`config.mk`:
```
export PLATFORM = sky130hd
export DESIGN_NAME = twin_stack_with_recycle_bin_top_flat
export DESIGN_NICKNAME = d
export VERILOG_FILES = /design/src/tsrb_pkg.sv /design/src/tsrb_if.sv /design/src/tsrb_ctrl.sv /design/src/tsrb_dp.sv /design/src/twin_stack_with_recycle_bin_top.sv /design/src/flat_wrapper.sv
export SDC_FILE = /design/constraint.sdc
export NUM_CORES = 1
export LEC_CHECK = 0
export ABC_AREA = 1
export BUFFER_PORTS_ARGS = -buffer_cell sky130_fd_sc_hd__buf_2
export CELL_PAD_IN_SITES_DETAIL_PLACEMENT = 1
export CELL_PAD_IN_SITES_GLOBAL_PLACEMENT = 1
export CORE_MARGIN = 3
export CORE_UTILIZATION = 45
export DETAILED_ROUTE_END_ITERATION = 10
export MAX_ROUTING_LAYER = met4
export PLACE_DENSITY = 0.7
export SLEW_MARGIN = 20
export SYNTH_ARGS = -nofsm -noshare
export SYNTH_HDL_FRONTEND = slang
export SYNTH_SLANG_ARGS = --single-unit
export TNS_END_PERCENT = 50
```
`constraint.sdc`:
```
create_clock -name i_clk -period 10.6 [get_ports i_clk]
set_input_delay 1.59 -clock i_clk [delete_from_list [all_inputs] [get_ports i_clk]]
set_output_delay 1.59 -clock i_clk [all_outputs]
set_load 0.005 [all_outputs]
```
`src/tsrb_pkg.sv`:
```
// Package for the twin stack with recycle bin.
// Holds opcodes, status codes, payload widths and the controller/datapath
// command and status types. Depends on nothing.
package tsrb_pkg;

    // Payload widths
    localparam int OP_W   = 3;
    localparam int DATA_W = 32;
    localparam int ST_W   = 3;

    // Opcodes
    localparam logic [OP_W-1:0] OP_PUSH     = 3'd0;
    localparam logic [OP_W-1:0] OP_POP      = 3'd1;
    localparam logic [OP_W-1:0] OP_RESTORE  = 3'd2;
    localparam logic [OP_W-1:0] OP_DISCARD  = 3'd3;
    localparam logic [OP_W-1:0] OP_SHOW_PRI = 3'd4;
    localparam logic [OP_W-1:0] OP_SHOW_BIN = 3'd5;

    // Result status codes
    localparam logic [ST_W-1:0] ST_OK        = 3'd0;
    localparam logic [ST_W-1:0] ST_PRI_FULL  = 3'd1;
    localparam logic [ST_W-1:0] ST_PRI_EMPTY = 3'd2;
    localparam logic [ST_W-1:0] ST_BIN_FULL  = 3'd3;
    localparam logic [ST_W-1:0] ST_BIN_EMPTY = 3'd4;
    localparam logic [ST_W-1:0] ST_BAD_OP    = 3'd5;

    // Read address source
    typedef enum logic [1:0] {
        RD_PRI_TOP = 2'd0,
        RD_BIN_TOP = 2'd1,
        RD_WALK    = 2'd2
    } t_rd_sel;

    // Write address and data source
    typedef enum logic [1:0] {
        WR_PUSH     = 2'd0,
        WR_PRI_MOVE = 2'd1,
        WR_BIN_MOVE = 2'd2
    } t_wr_sel;

    // Element field source of an emitted result
    typedef enum logic [1:0] {
        EL_ZERO = 2'd0,
        EL_PUSH = 2'd1,
        EL_RD   = 2'd2
    } t_el_sel;

    // Commands from controller to datapath
    typedef struct packed {
        logic            load_item;
        logic            rd_en;
        t_rd_sel         rd_sel;
        logic            wr_en;
        t_wr_sel         wr_sel;
        logic            emit;
        t_el_sel         el_sel;
        logic [ST_W-1:0] status;
        logic            last;
        logic            pri_inc;
        logic            pri_dec;
        logic            bin_inc;
        logic            bin_dec;
        logic            walk_load;
        logic            walk_bin;
        logic            walk_dec;
    } t_cmd;

    localparam t_cmd CMD_NOP = t_cmd'(0);

    // Status from datapath to controller
    typedef struct packed {
        logic pri_empty;
        logic pri_full;
        logic bin_empty;
        logic bin_full;
        logic walk_last;
        logic out_free;
    } t_sts;

endpackage

```
`src/tsrb_if.sv`:
```
// Handshake channels of the twin stack: input items and result items.
// Depends on tsrb_pkg for payload widths.
interface tsrb_in_if;
    logic                              valid;
    logic                              ready;
    logic [tsrb_pkg::OP_W-1:0]         opcode;
    logic signed [tsrb_pkg::DATA_W-1:0] push_value;

    modport source (output valid, opcode, push_value, input ready);
    modport sink   (input valid, opcode, push_value, output ready);
endinterface

interface tsrb_out_if;
    logic                               valid;
    logic                               ready;
    logic [tsrb_pkg::ST_W-1:0]          status;
    logic signed [tsrb_pkg::DATA_W-1:0] element;
    logic                               last_item;

    modport source (output valid, status, element, last_item, input ready);
    modport sink   (input valid, status, element, last_item, output ready);
endinterface

```
`src/tsrb_ctrl.sv`:
```
// Controller of the twin stack: decodes one item at a time, checks the
// stack limits and sequences reads, writes and result emission.
// Depends on tsrb_pkg.
module tsrb_ctrl (
    input  logic                      i_clk,
    input  logic                      i_rst_n,
    input  logic                      i_valid,
    input  logic [tsrb_pkg::OP_W-1:0] i_opcode,
    output logic                      o_ready,
    input  tsrb_pkg::t_sts            i_sts,
    output tsrb_pkg::t_cmd            o_cmd
);

    typedef enum logic [2:0] {
        S_IDLE = 3'b001,
        S_EXEC = 3'b010,
        S_WAIT = 3'b100
    } t_state;

    t_state                    r_state, n_state;
    logic [tsrb_pkg::OP_W-1:0] r_op;
    tsrb_pkg::t_cmd            cmd;
    logic                      accept;

    assign o_ready = (r_state == S_IDLE) && i_rst_n;
    assign accept  = o_ready && i_valid;
    assign o_cmd   = cmd;

    // Advance state
    always_ff @(posedge i_clk) begin
        if (!i_rst_n) begin
            r_state <= S_IDLE;
        end else begin
            r_state <= n_state;
        end
    end

    // Hold the opcode of the item in work
    always_ff @(posedge i_clk) begin
        if (accept) begin
            r_op <= i_opcode;
        end
    end

    // Decode and sequence
    always_comb begin
        n_state = r_state;
        cmd     = tsrb_pkg::CMD_NOP;
        cmd.status = tsrb_pkg::ST_OK;
        cmd.last   = 1'b1;
        unique case (r_state)
            S_IDLE: begin
                if (accept) begin
                    cmd.load_item = 1'b1;
                    n_state       = S_EXEC;
                end
            end
            S_EXEC: begin
                unique case (r_op)
                    tsrb_pkg::OP_PUSH: begin
                        if (i_sts.out_free) begin
                            cmd.emit    = 1'b1;
                            n_state     = S_IDLE;
                            if (i_sts.pri_full) begin
                                cmd.status = tsrb_pkg::ST_PRI_FULL;
                            end else begin
                                cmd.wr_en   = 1'b1;
                                cmd.wr_sel  = tsrb_pkg::WR_PUSH;
                                cmd.pri_inc = 1'b1;
                                cmd.el_sel  = tsrb_pkg::EL_PUSH;
                            end
                        end
                    end
                    tsrb_pkg::OP_POP: begin
                        if (i_sts.pri_empty || i_sts.bin_full) begin
                            if (i_sts.out_free) begin
                                cmd.emit   = 1'b1;
                                cmd.status = i_sts.pri_empty ? tsrb_pkg::ST_PRI_EMPTY
                                                             : tsrb_pkg::ST_BIN_FULL;
                                n_state    = S_IDLE;
                            end
                        end else begin
                            cmd.rd_en  = 1'b1;
                            cmd.rd_sel = tsrb_pkg::RD_PRI_TOP;
                            n_state    = S_WAIT;
                        end
                    end
                    tsrb_pkg::OP_RESTORE: begin
                        if (i_sts.bin_empty || i_sts.pri_full) begin
                            if (i_sts.out_free) begin
                                cmd.emit   = 1'b1;
                                cmd.status = i_sts.bin_empty ? tsrb_pkg::ST_BIN_EMPTY
                                                             : tsrb_pkg::ST_PRI_FULL;
                                n_state    = S_IDLE;
                            end
                        end else begin
                            cmd.rd_en  = 1'b1;
                            cmd.rd_sel = tsrb_pkg::RD_BIN_TOP;
                            n_state    = S_WAIT;
                        end
                    end
                    tsrb_pkg::OP_DISCARD: begin
                        if (i_sts.bin_empty) begin
                            if (i_sts.out_free) begin
                                cmd.emit   = 1'b1;
                                cmd.status = tsrb_pkg::ST_BIN_EMPTY;
                                n_state    = S_IDLE;
                            end
                        end else begin
                            cmd.rd_en  = 1'b1;
                            cmd.rd_sel = tsrb_pkg::RD_BIN_TOP;
                            n_state    = S_WAIT;
                        end
                    end
                    tsrb_pkg::OP_SHOW_PRI: begin
                        if (i_sts.pri_empty) begin
                            if (i_sts.out_free) begin
                                cmd.emit   = 1'b1;
                                cmd.status = tsrb_pkg::ST_PRI_EMPTY;
                                n_state    = S_IDLE;
                            end
                        end else begin
                            cmd.rd_en     = 1'b1;
                            cmd.rd_sel    = tsrb_pkg::RD_PRI_TOP;
                            cmd.walk_load = 1'b1;
                            cmd.walk_bin  = 1'b0;
                            n_state       = S_WAIT;
                        end
                    end
                    tsrb_pkg::OP_SHOW_BIN: begin
                        if (i_sts.bin_empty) begin
                            if (i_sts.out_free) begin
                                cmd.emit   = 1'b1;
                                cmd.status = tsrb_pkg::ST_BIN_EMPTY;
                                n_state    = S_IDLE;
                            end
                        end else begin
                            cmd.rd_en     = 1'b1;
                            cmd.rd_sel    = tsrb_pkg::RD_BIN_TOP;
                            cmd.walk_load = 1'b1;
                            cmd.walk_bin  = 1'b1;
                            n_state       = S_WAIT;
                        end
                    end
                    default: begin
                        if (i_sts.out_free) begin
                            cmd.emit   = 1'b1;
                            cmd.status = tsrb_pkg::ST_BAD_OP;
                            n_state    = S_IDLE;
                        end
                    end
                endcase
            end
            S_WAIT: begin
                // Read data is valid here; finish the move or the walk step
                if (i_sts.out_free) begin
                    cmd.emit   = 1'b1;
                    cmd.el_sel = tsrb_pkg::EL_RD;
                    n_state    = S_IDLE;
                    unique case (r_op)
                        tsrb_pkg::OP_POP: begin
                            cmd.wr_en   = 1'b1;
                            cmd.wr_sel  = tsrb_pkg::WR_BIN_MOVE;
                            cmd.pri_dec = 1'b1;
                            cmd.bin_inc = 1'b1;
                        end
                        tsrb_pkg::OP_RESTORE: begin
                            cmd.wr_en   = 1'b1;
                            cmd.wr_sel  = tsrb_pkg::WR_PRI_MOVE;
                            cmd.bin_dec = 1'b1;
                            cmd.pri_inc = 1'b1;
                        end
                        tsrb_pkg::OP_DISCARD: begin
                            cmd.bin_dec = 1'b1;
                        end
                        default: begin
                            // Show: emit this entry and fetch the one below
                            cmd.last = i_sts.walk_last;
                            if (!i_sts.walk_last) begin
                                cmd.rd_en    = 1'b1;
                                cmd.rd_sel   = tsrb_pkg::RD_WALK;
                                cmd.walk_dec = 1'b1;
                                n_state      = S_WAIT;
                            end
                        end
                    endcase
                end
            end
            default: begin
                n_state = S_IDLE;
            end
        endcase
    end

endmodule

```
`src/tsrb_dp.sv`:
```
// Datapath of the twin stack: shared element memory, stack counts, walk
// offset, item register and result output register.
// Depends on tsrb_pkg.
module tsrb_dp #(
    parameter int STACK_DEPTH = 8
) (
    input  logic                               i_clk,
    input  logic                               i_rst_n,
    input  tsrb_pkg::t_cmd                     i_cmd,
    output tsrb_pkg::t_sts                     o_sts,
    input  logic signed [tsrb_pkg::DATA_W-1:0] i_push_value,
    input  logic                               i_out_ready,
    output logic                               o_out_valid,
    output logic [tsrb_pkg::ST_W-1:0]          o_out_status,
    output logic signed [tsrb_pkg::DATA_W-1:0] o_out_element,
    output logic                               o_out_last
);

    localparam int ENTRIES = 2 * STACK_DEPTH;
    localparam int ADDR_W  = $clog2(ENTRIES);
    localparam int CNT_W   = $clog2(STACK_DEPTH + 1);
    localparam logic [ADDR_W-1:0] BIN_BASE = ADDR_W'(STACK_DEPTH);
    localparam logic [CNT_W-1:0]  CNT_FULL = CNT_W'(STACK_DEPTH);

    logic [tsrb_pkg::DATA_W-1:0] r_mem [0:ENTRIES-1];
    logic [tsrb_pkg::DATA_W-1:0] r_rd_data;
    logic [tsrb_pkg::DATA_W-1:0] r_push_value;
    logic [CNT_W-1:0]            r_pri_cnt, n_pri_cnt;
    logic [CNT_W-1:0]            r_bin_cnt, n_bin_cnt;
    logic [CNT_W-1:0]            r_off;
    logic                        r_walk_bin;
    logic                        r_out_valid;
    logic [tsrb_pkg::ST_W-1:0]   r_out_status;
    logic [tsrb_pkg::DATA_W-1:0] r_out_element;
    logic                        r_out_last;

    logic [ADDR_W-1:0]           pri_top, bin_top, walk_addr, walk_base;
    logic [ADDR_W-1:0]           rd_addr, wr_addr;
    logic [tsrb_pkg::DATA_W-1:0] wr_data, el_data;
    logic                        out_free;

    // Address arithmetic
    assign pri_top   = ADDR_W'(r_pri_cnt) - ADDR_W'(1);
    assign bin_top   = BIN_BASE + ADDR_W'(r_bin_cnt) - ADDR_W'(1);
    assign walk_base = r_walk_bin ? BIN_BASE : '0;
    assign walk_addr = walk_base + ADDR_W'(r_off) - ADDR_W'(1);

    always_comb begin
        unique case (i_cmd.rd_sel)
            tsrb_pkg::RD_PRI_TOP: rd_addr = pri_top;
            tsrb_pkg::RD_BIN_TOP: rd_addr = bin_top;
            tsrb_pkg::RD_WALK:    rd_addr = walk_addr;
            default:              rd_addr = pri_top;
        endcase
    end

    always_comb begin
        unique case (i_cmd.wr_sel)
            tsrb_pkg::WR_PUSH: begin
                wr_addr = ADDR_W'(r_pri_cnt);
                wr_data = r_push_value;
            end
            tsrb_pkg::WR_PRI_MOVE: begin
                wr_addr = ADDR_W'(r_pri_cnt);
                wr_data = r_rd_data;
            end
            tsrb_pkg::WR_BIN_MOVE: begin
                wr_addr = BIN_BASE + ADDR_W'(r_bin_cnt);
                wr_data = r_rd_data;
            end
            default: begin
                wr_addr = ADDR_W'(r_pri_cnt);
                wr_data = r_rd_data;
            end
        endcase
    end

    // Element memory: one write and one registered read per cycle
    always_ff @(posedge i_clk) begin
        if (i_cmd.wr_en) begin
            r_mem[wr_addr] <= wr_data;
        end
        if (i_cmd.rd_en) begin
            r_rd_data <= r_mem[rd_addr];
        end
    end

    // Hold the push value of the item in work
    always_ff @(posedge i_clk) begin
        if (i_cmd.load_item) begin
            r_push_value <= i_push_value;
        end
    end

    // Stack counts
    always_comb begin
        n_pri_cnt = r_pri_cnt;
        n_bin_cnt = r_bin_cnt;
        if (i_cmd.pri_inc) begin
            n_pri_cnt = r_pri_cnt + CNT_W'(1);
        end else if (i_cmd.pri_dec) begin
            n_pri_cnt = r_pri_cnt - CNT_W'(1);
        end
        if (i_cmd.bin_inc) begin
            n_bin_cnt = r_bin_cnt + CNT_W'(1);
        end else if (i_cmd.bin_dec) begin
            n_bin_cnt = r_bin_cnt - CNT_W'(1);
        end
    end

    always_ff @(posedge i_clk) begin
        if (!i_rst_n) begin
            r_pri_cnt <= '0;
            r_bin_cnt <= '0;
        end else begin
            r_pri_cnt <= n_pri_cnt;
            r_bin_cnt <= n_bin_cnt;
        end
    end

    // Walk offset of the entry last read during a show
    always_ff @(posedge i_clk) begin
        if (i_cmd.walk_load) begin
            r_walk_bin <= i_cmd.walk_bin;
            r_off      <= i_cmd.walk_bin ? (r_bin_cnt - CNT_W'(1))
                                         : (r_pri_cnt - CNT_W'(1));
        end else if (i_cmd.walk_dec) begin
            r_off <= r_off - CNT_W'(1);
        end
    end

    // Output register
    assign out_free = !r_out_valid || i_out_ready;

    always_comb begin
        unique case (i_cmd.el_sel)
            tsrb_pkg::EL_ZERO: el_data = '0;
            tsrb_pkg::EL_PUSH: el_data = r_push_value;
            tsrb_pkg::EL_RD:   el_data = r_rd_data;
            default:           el_data = '0;
        endcase
    end

    always_ff @(posedge i_clk) begin
        if (!i_rst_n) begin
            r_out_valid <= 1'b0;
        end else if (i_cmd.emit) begin
            r_out_valid <= 1'b1;
        end else if (i_out_ready) begin
            r_out_valid <= 1'b0;
        end
    end

    always_ff @(posedge i_clk) begin
        if (i_cmd.emit) begin
            r_out_status  <= i_cmd.status;
            r_out_element <= el_data;
            r_out_last    <= i_cmd.last;
        end
    end

    assign o_out_valid   = r_out_valid;
    assign o_out_status  = r_out_status;
    assign o_out_element = r_out_element;
    assign o_out_last    = r_out_last;

    assign o_sts.pri_empty = (r_pri_cnt == '0);
    assign o_sts.pri_full  = (r_pri_cnt == CNT_FULL);
    assign o_sts.bin_empty = (r_bin_cnt == '0);
    assign o_sts.bin_full  = (r_bin_cnt == CNT_FULL);
    assign o_sts.walk_last = (r_off == '0);
    assign o_sts.out_free  = out_free;

endmodule

```
`src/twin_stack_with_recycle_bin_top.sv`:
```
// Top level of the twin stack with recycle bin: controller plus datapath.
// Depends on tsrb_pkg, tsrb_if, tsrb_ctrl and tsrb_dp.
//
//   Channel  Dir  Modport  Payload
//   i_in     in   sink     opcode[2:0], push_value[31:0] signed
//   o_out    out  source   status[2:0], element[31:0] signed, last_item
//
// One item is in work at a time. Push, bad opcodes and every error load the
// result register from the execute state; pop, restore and discard load it
// from the wait state, after one registered read of the shared memory, and
// pop and restore then write the moved entry. A show of n entries makes one
// memory read per entry. Reset is synchronous and clears both counts and the
// output valid flag; memory contents are not cleared. A stalled output holds
// the sequence in place.
module twin_stack_with_recycle_bin_top #(
    parameter int STACK_DEPTH = 8
) (
    input  logic      i_clk,
    input  logic      i_rst_n,
    tsrb_in_if.sink   i_in,
    tsrb_out_if.source o_out
);

    tsrb_pkg::t_cmd cmd;
    tsrb_pkg::t_sts sts;

    tsrb_ctrl u_ctrl (
        .i_clk    (i_clk),
        .i_rst_n  (i_rst_n),
        .i_valid  (i_in.valid),
        .i_opcode (i_in.opcode),
        .o_ready  (i_in.ready),
        .i_sts    (sts),
        .o_cmd    (cmd)
    );

    tsrb_dp #(
        .STACK_DEPTH (STACK_DEPTH)
    ) u_dp (
        .i_clk         (i_clk),
        .i_rst_n       (i_rst_n),
        .i_cmd         (cmd),
        .o_sts         (sts),
        .i_push_value  (i_in.push_value),
        .i_out_ready   (o_out.ready),
        .o_out_valid   (o_out.valid),
        .o_out_status  (o_out.status),
        .o_out_element (o_out.element),
        .o_out_last    (o_out.last_item)
    );

    // Never overwrite a result that is still waiting
    a_emit_free: assert property (@(posedge i_clk) disable iff (!i_rst_n)
        cmd.emit |-> sts.out_free)
        else $error("result emitted into an occupied output register");

    // Never grow a full stack
    a_pri_limit: assert property (@(posedge i_clk) disable iff (!i_rst_n)
        cmd.pri_inc |-> !sts.pri_full)
        else $error("primary stack grown past its depth");

    a_bin_limit: assert property (@(posedge i_clk) disable iff (!i_rst_n)
        cmd.bin_inc |-> !sts.bin_full)
        else $error("bin grown past its depth");

    // One item at a time: no accept right after an accept
    a_one_item: assert property (@(posedge i_clk) disable iff (!i_rst_n)
        (i_in.valid && i_in.ready) |=> !i_in.ready)
        else $error("input accepted while an item is in work");

endmodule

```
`src/flat_wrapper.sv`:
```
// flat-port wrapper written by rule: the top's interface ports become plain ports
module twin_stack_with_recycle_bin_top_flat 
#(
    parameter int STACK_DEPTH = 8
)
  (i_clk, i_rst_n, i_in_valid, i_in_opcode, i_in_push_value, i_in_ready, o_out_valid, o_out_status, o_out_element, o_out_last_item, o_out_ready);
  tsrb_in_if i_in_i ();
  tsrb_out_if o_out_i ();
  input  logic i_clk;
  input  logic i_rst_n;
  input wire logic [$bits(i_in_i.valid)-1:0] i_in_valid;
  input wire logic [$bits(i_in_i.opcode)-1:0] i_in_opcode;
  input wire logic [$bits(i_in_i.push_value)-1:0] i_in_push_value;
  output wire logic [$bits(i_in_i.ready)-1:0] i_in_ready;
  output wire logic [$bits(o_out_i.valid)-1:0] o_out_valid;
  output wire logic [$bits(o_out_i.status)-1:0] o_out_status;
  output wire logic [$bits(o_out_i.element)-1:0] o_out_element;
  output wire logic [$bits(o_out_i.last_item)-1:0] o_out_last_item;
  input wire logic [$bits(o_out_i.ready)-1:0] o_out_ready;
  assign i_in_i.valid = i_in_valid;
  assign i_in_i.opcode = i_in_opcode;
  assign i_in_i.push_value = i_in_push_value;
  assign i_in_ready = i_in_i.ready;
  assign o_out_valid = o_out_i.valid;
  assign o_out_status = o_out_i.status;
  assign o_out_element = o_out_i.element;
  assign o_out_last_item = o_out_i.last_item;
  assign o_out_i.ready = o_out_ready;
  twin_stack_with_recycle_bin_top #(.STACK_DEPTH(STACK_DEPTH)) u_core (.i_clk(i_clk), .i_rst_n(i_rst_n), .i_in(i_in_i), .o_out(o_out_i));
endmodule
```
==> results.ini <==
[cts]
clk_latency_ns=0.61
cts.clk_slew.worst_paths_ns=0.06
cts-buffers-inserted=70
post_cts_resized=0
cts_max_path_buffers=3
postCtsSetupRepairBufs=0
postCtsHoldBufs=0
htreeDepth=3
cts-root-buf=clkbuf_16
clock_sinks=632
cts_tree=done

[route]
drt_wl_total_um=82070
detail-route-antenna-nets=0
drt_first_pass_iters=5
drt_first_iter_violations=1787
drc=0
routed-via-count=19570
drt-vias-per-instance=5.652
detail_route.wl_per_cell_um=23.70

[die]
rows=90
die_w_um=254.6
initial_core_util=0.4574
die_h_um=254.6
fp.coreArea_mm2=0.06081
die-area_mm2=0.06483
io-pin-count=77

[flow_run]
drv_cap=0

[timing]
maxSlewViolCount=0
max-slew-margin-rel=0.1834
period_share=0.5544
whs_ns=0.5822
final_hold_viol_count=0
setup_viol=0
fin_setup_tns_ns=0
finClkSkew_ns=0.01616
worst_slack_ns=4.724
min_period_ns=5.876
rsz0062_at_grt=no
worstMarginPinSlew_ns=1.225
clock.fmax_mhz=170.2

[logic_synthesis]
synth_edf_count=620
ys_async_sr_fraction=0
yosysUniqueCellTypes=39
syn_area_mm2=0.02782
yosys_most_used_dff=edfxtp_1
ys_seq_area_frac=0.6779
syn_avg_cell_area_um2=10.73
yosysWarnings=0
synth-seq-cells=632
syn_inst=2592
syn_nets=2644

[finish]
fin_area_mm2=0.03120
final_util=0.5131
fillers=6507
drive_gt1_frac=0.1004
nets=2685
syn2layout_area_growth_pct=12.17
instances_no_fill=3463

[power]
power_density_mw_per_mm2=179.1
power_mw=5.588
p_switching_mw=1.260
power_leakage_nw=12.30
internal_power_mw=4.328
clkPwrFrac=0.430
p_sw_frac=0.2255
pwr-share-seq=0.513
peakVddDrop_uv=133.8
comb_power_share=0.057

[grt]
grt_pass1_vias=20450
grt_pass1_wl_um=123300
grt_usage=0.2639
grt-ovfl-total=0
grt_max_degree=200
antenna_found_initial=0

[run_status]
status=finished clean

[placement]
hpwl_um=40550
pre_cts_slack_ns=4.104
place_area_mm2=0.02898
dpl.cell_count=3343
portBuffers=76
place_congestion=0.8040

[setup_path]
crit_path_max_incr_delay_ns=1.07
start_kind=primary input
crit_fanout=85
path_cells=buf_2 -> nor2_1 -> inv_1 -> nand2_1 -> ha_1 -> inv_2 -> nand3_4 -> nand2_4 -> buf_4 -> nand2_1 -> nand3_1 -> nand3_1 -> nand3_1 -> nand2_1
crit_buf_inv=4
slowest_stage=nand2_4
critical_path_class=in2reg
end_kind=register
arrival_ns=6.23
cpLargestDelayFamily=simple AND/OR/NAND/NOR gates
worst_ep_required_time_ns=10.95

[min_path]
min_path_type=reg2reg

Yosys cell counts (2+ instances only):
| library cell | instances | area, um^2 |
|---|---|---|
| nand3b_1 | 37 | 277.8 |
| nand4_1 | 3 | 18.77 |
| mux2_1 | 17 | 191.4 |
| buf_1 | 6 | 22.52 |
| clkbuf_1 | 42 | 157.7 |
| buf_2 | 90 | 450.4 |
| o21ai_1 | 18 | 90.09 |
| nor2_4 | 2 | 22.52 |
| inv_1 | 352 | 1321 |
| nand3_2 | 8 | 80.08 |
| inv_2 | 10 | 37.54 |
| xor2_1 | 6 | 52.55 |
| a21oi_1 | 43 | 215.2 |
| edfxtp_1 | 620 | 18620 |
| buf_4 | 8 | 60.06 |
| o21ai_4 | 2 | 32.53 |
| ha_1 | 12 | 150.1 |
| dfxtp_1 | 12 | 240.2 |
| o21ai_2 | 2 | 17.52 |
| nand3_1 | 600 | 3003 |
| o21ai_0 | 16 | 80.08 |
| nor3b_1 | 2 | 15.01 |
| o22ai_1 | 3 | 18.77 |
| o211ai_1 | 2 | 15.01 |
| nand2_2 | 4 | 25.02 |
| nor2_1 | 38 | 142.6 |
| xnor2_1 | 2 | 17.52 |
| nand2_1 | 624 | 2342 |
state kept, by name (all words and copies together), names as in the netlist:
name and count:
u_core.u_dp.o_out_last 1, u_core.u_dp.r_rd_data 32, u_core.u_dp.o_out_element 32, u_core.u_dp.r_off 4, u_core.u_ctrl.r_op 3, u_core.u_dp.r_bin_cnt 4, u_core.u_dp.o_out_valid 1, u_core.u_dp.r_pri_cnt 4
u_core.u_dp.r_mem 512, u_core.u_ctrl.r_state 3, u_core.u_dp.r_walk_bin 1, u_core.u_dp.o_out_status 3, u_core.u_dp.r_push_value 32
cell families after synthesis:
group | count (synthesis) | synth area share
flip-flops | 632 | 0.6779
AO/OA/AOI/OAI | 89 | 0.01763
multiplexers | 17 | 0.006882
adder cells (fa/ha/maj) | 13 | 0.006117
buffers and inverters | 510 | 0.07422
AND/OR/NAND/NOR | 1323 | 0.2147
XOR/XNOR | 8 | 0.002519
power by group through the flow:
| stage | combinational (mW) | clock [mW] | sequential [mW] |
|---|---|---|---|
| global placement | 0.306 | 0 | 2.92 |
| floorplan | 0.189 | 0 | 2.91 |
| CTS | 0.322 | 2.44 | 2.86 |
| global route | 0.356 | 2.54 | 2.87 |
| finish | 0.321 | 2.40 | 2.87 |
| detailed placement | 0.321 | 0 | 2.92 |
area by class of cell:
cell class | instances | area (um^2) | area share
Sequential cell | 632 | 18860 | 0.6044
Multi-Input combinational cell | 1450 | 7073 | 0.2267
Clock buffer | 84 | 1889 | 0.06055
Inverter | 363 | 1365 | 0.04375
Tap cell | 782 | 978.4 | 0.03136
Timing Repair Buffer | 116 | 705.7 | 0.02262
Clock inverter | 35 | 330.3 | 0.01059
Antenna cell | 1 | 2.502 | 0.00008020
cells in the final DEF, fill, tap and decap left out, types with 17 or more instances in the layout:
master,n
o21ai_1,17
edfxtp_1,620
nand3_1,600
nand3b_1,37
nor2_1,22
a21oi_1,43
buf_4,38
inv_1,351
buf_2,76
nand2_1,618
mux2_1,17
nor2_4,18
clkbuf_16,74
worst paths after layout:
check        slack [ns]                startpoint  cells after the start                   endpoint
max reg2reg        5.11      u_core.u_dp.r_off[1]                     16  u_core.u_dp.r_rd_data[28]
max                4.72               o_out_ready                     14  u_core.u_dp.r_rd_data[28]
min                0.58  u_core.u_ctrl.r_state[0]                      2   u_core.u_ctrl.r_state[1]
min reg2reg        0.58  u_core.u_ctrl.r_state[0]                      2   u_core.u_ctrl.r_state[1]
routing by layer:
layer,part of all wire,vias to the layer above,global-route usage
li1,-,8821,-
met1,0.42,9996,0.3365
met2,0.49,570,0.4350
met3,0.054,185,0.03732
met4,0.034,0,0.09301
met5,0,-,-
worst min-delay path: stages, from the launching register on:
cell and delay, ns:
dfxtp_1 0.33, a31oi_1 0.13, a21oi_1 0.08
(Power assumes the default switching activity.)
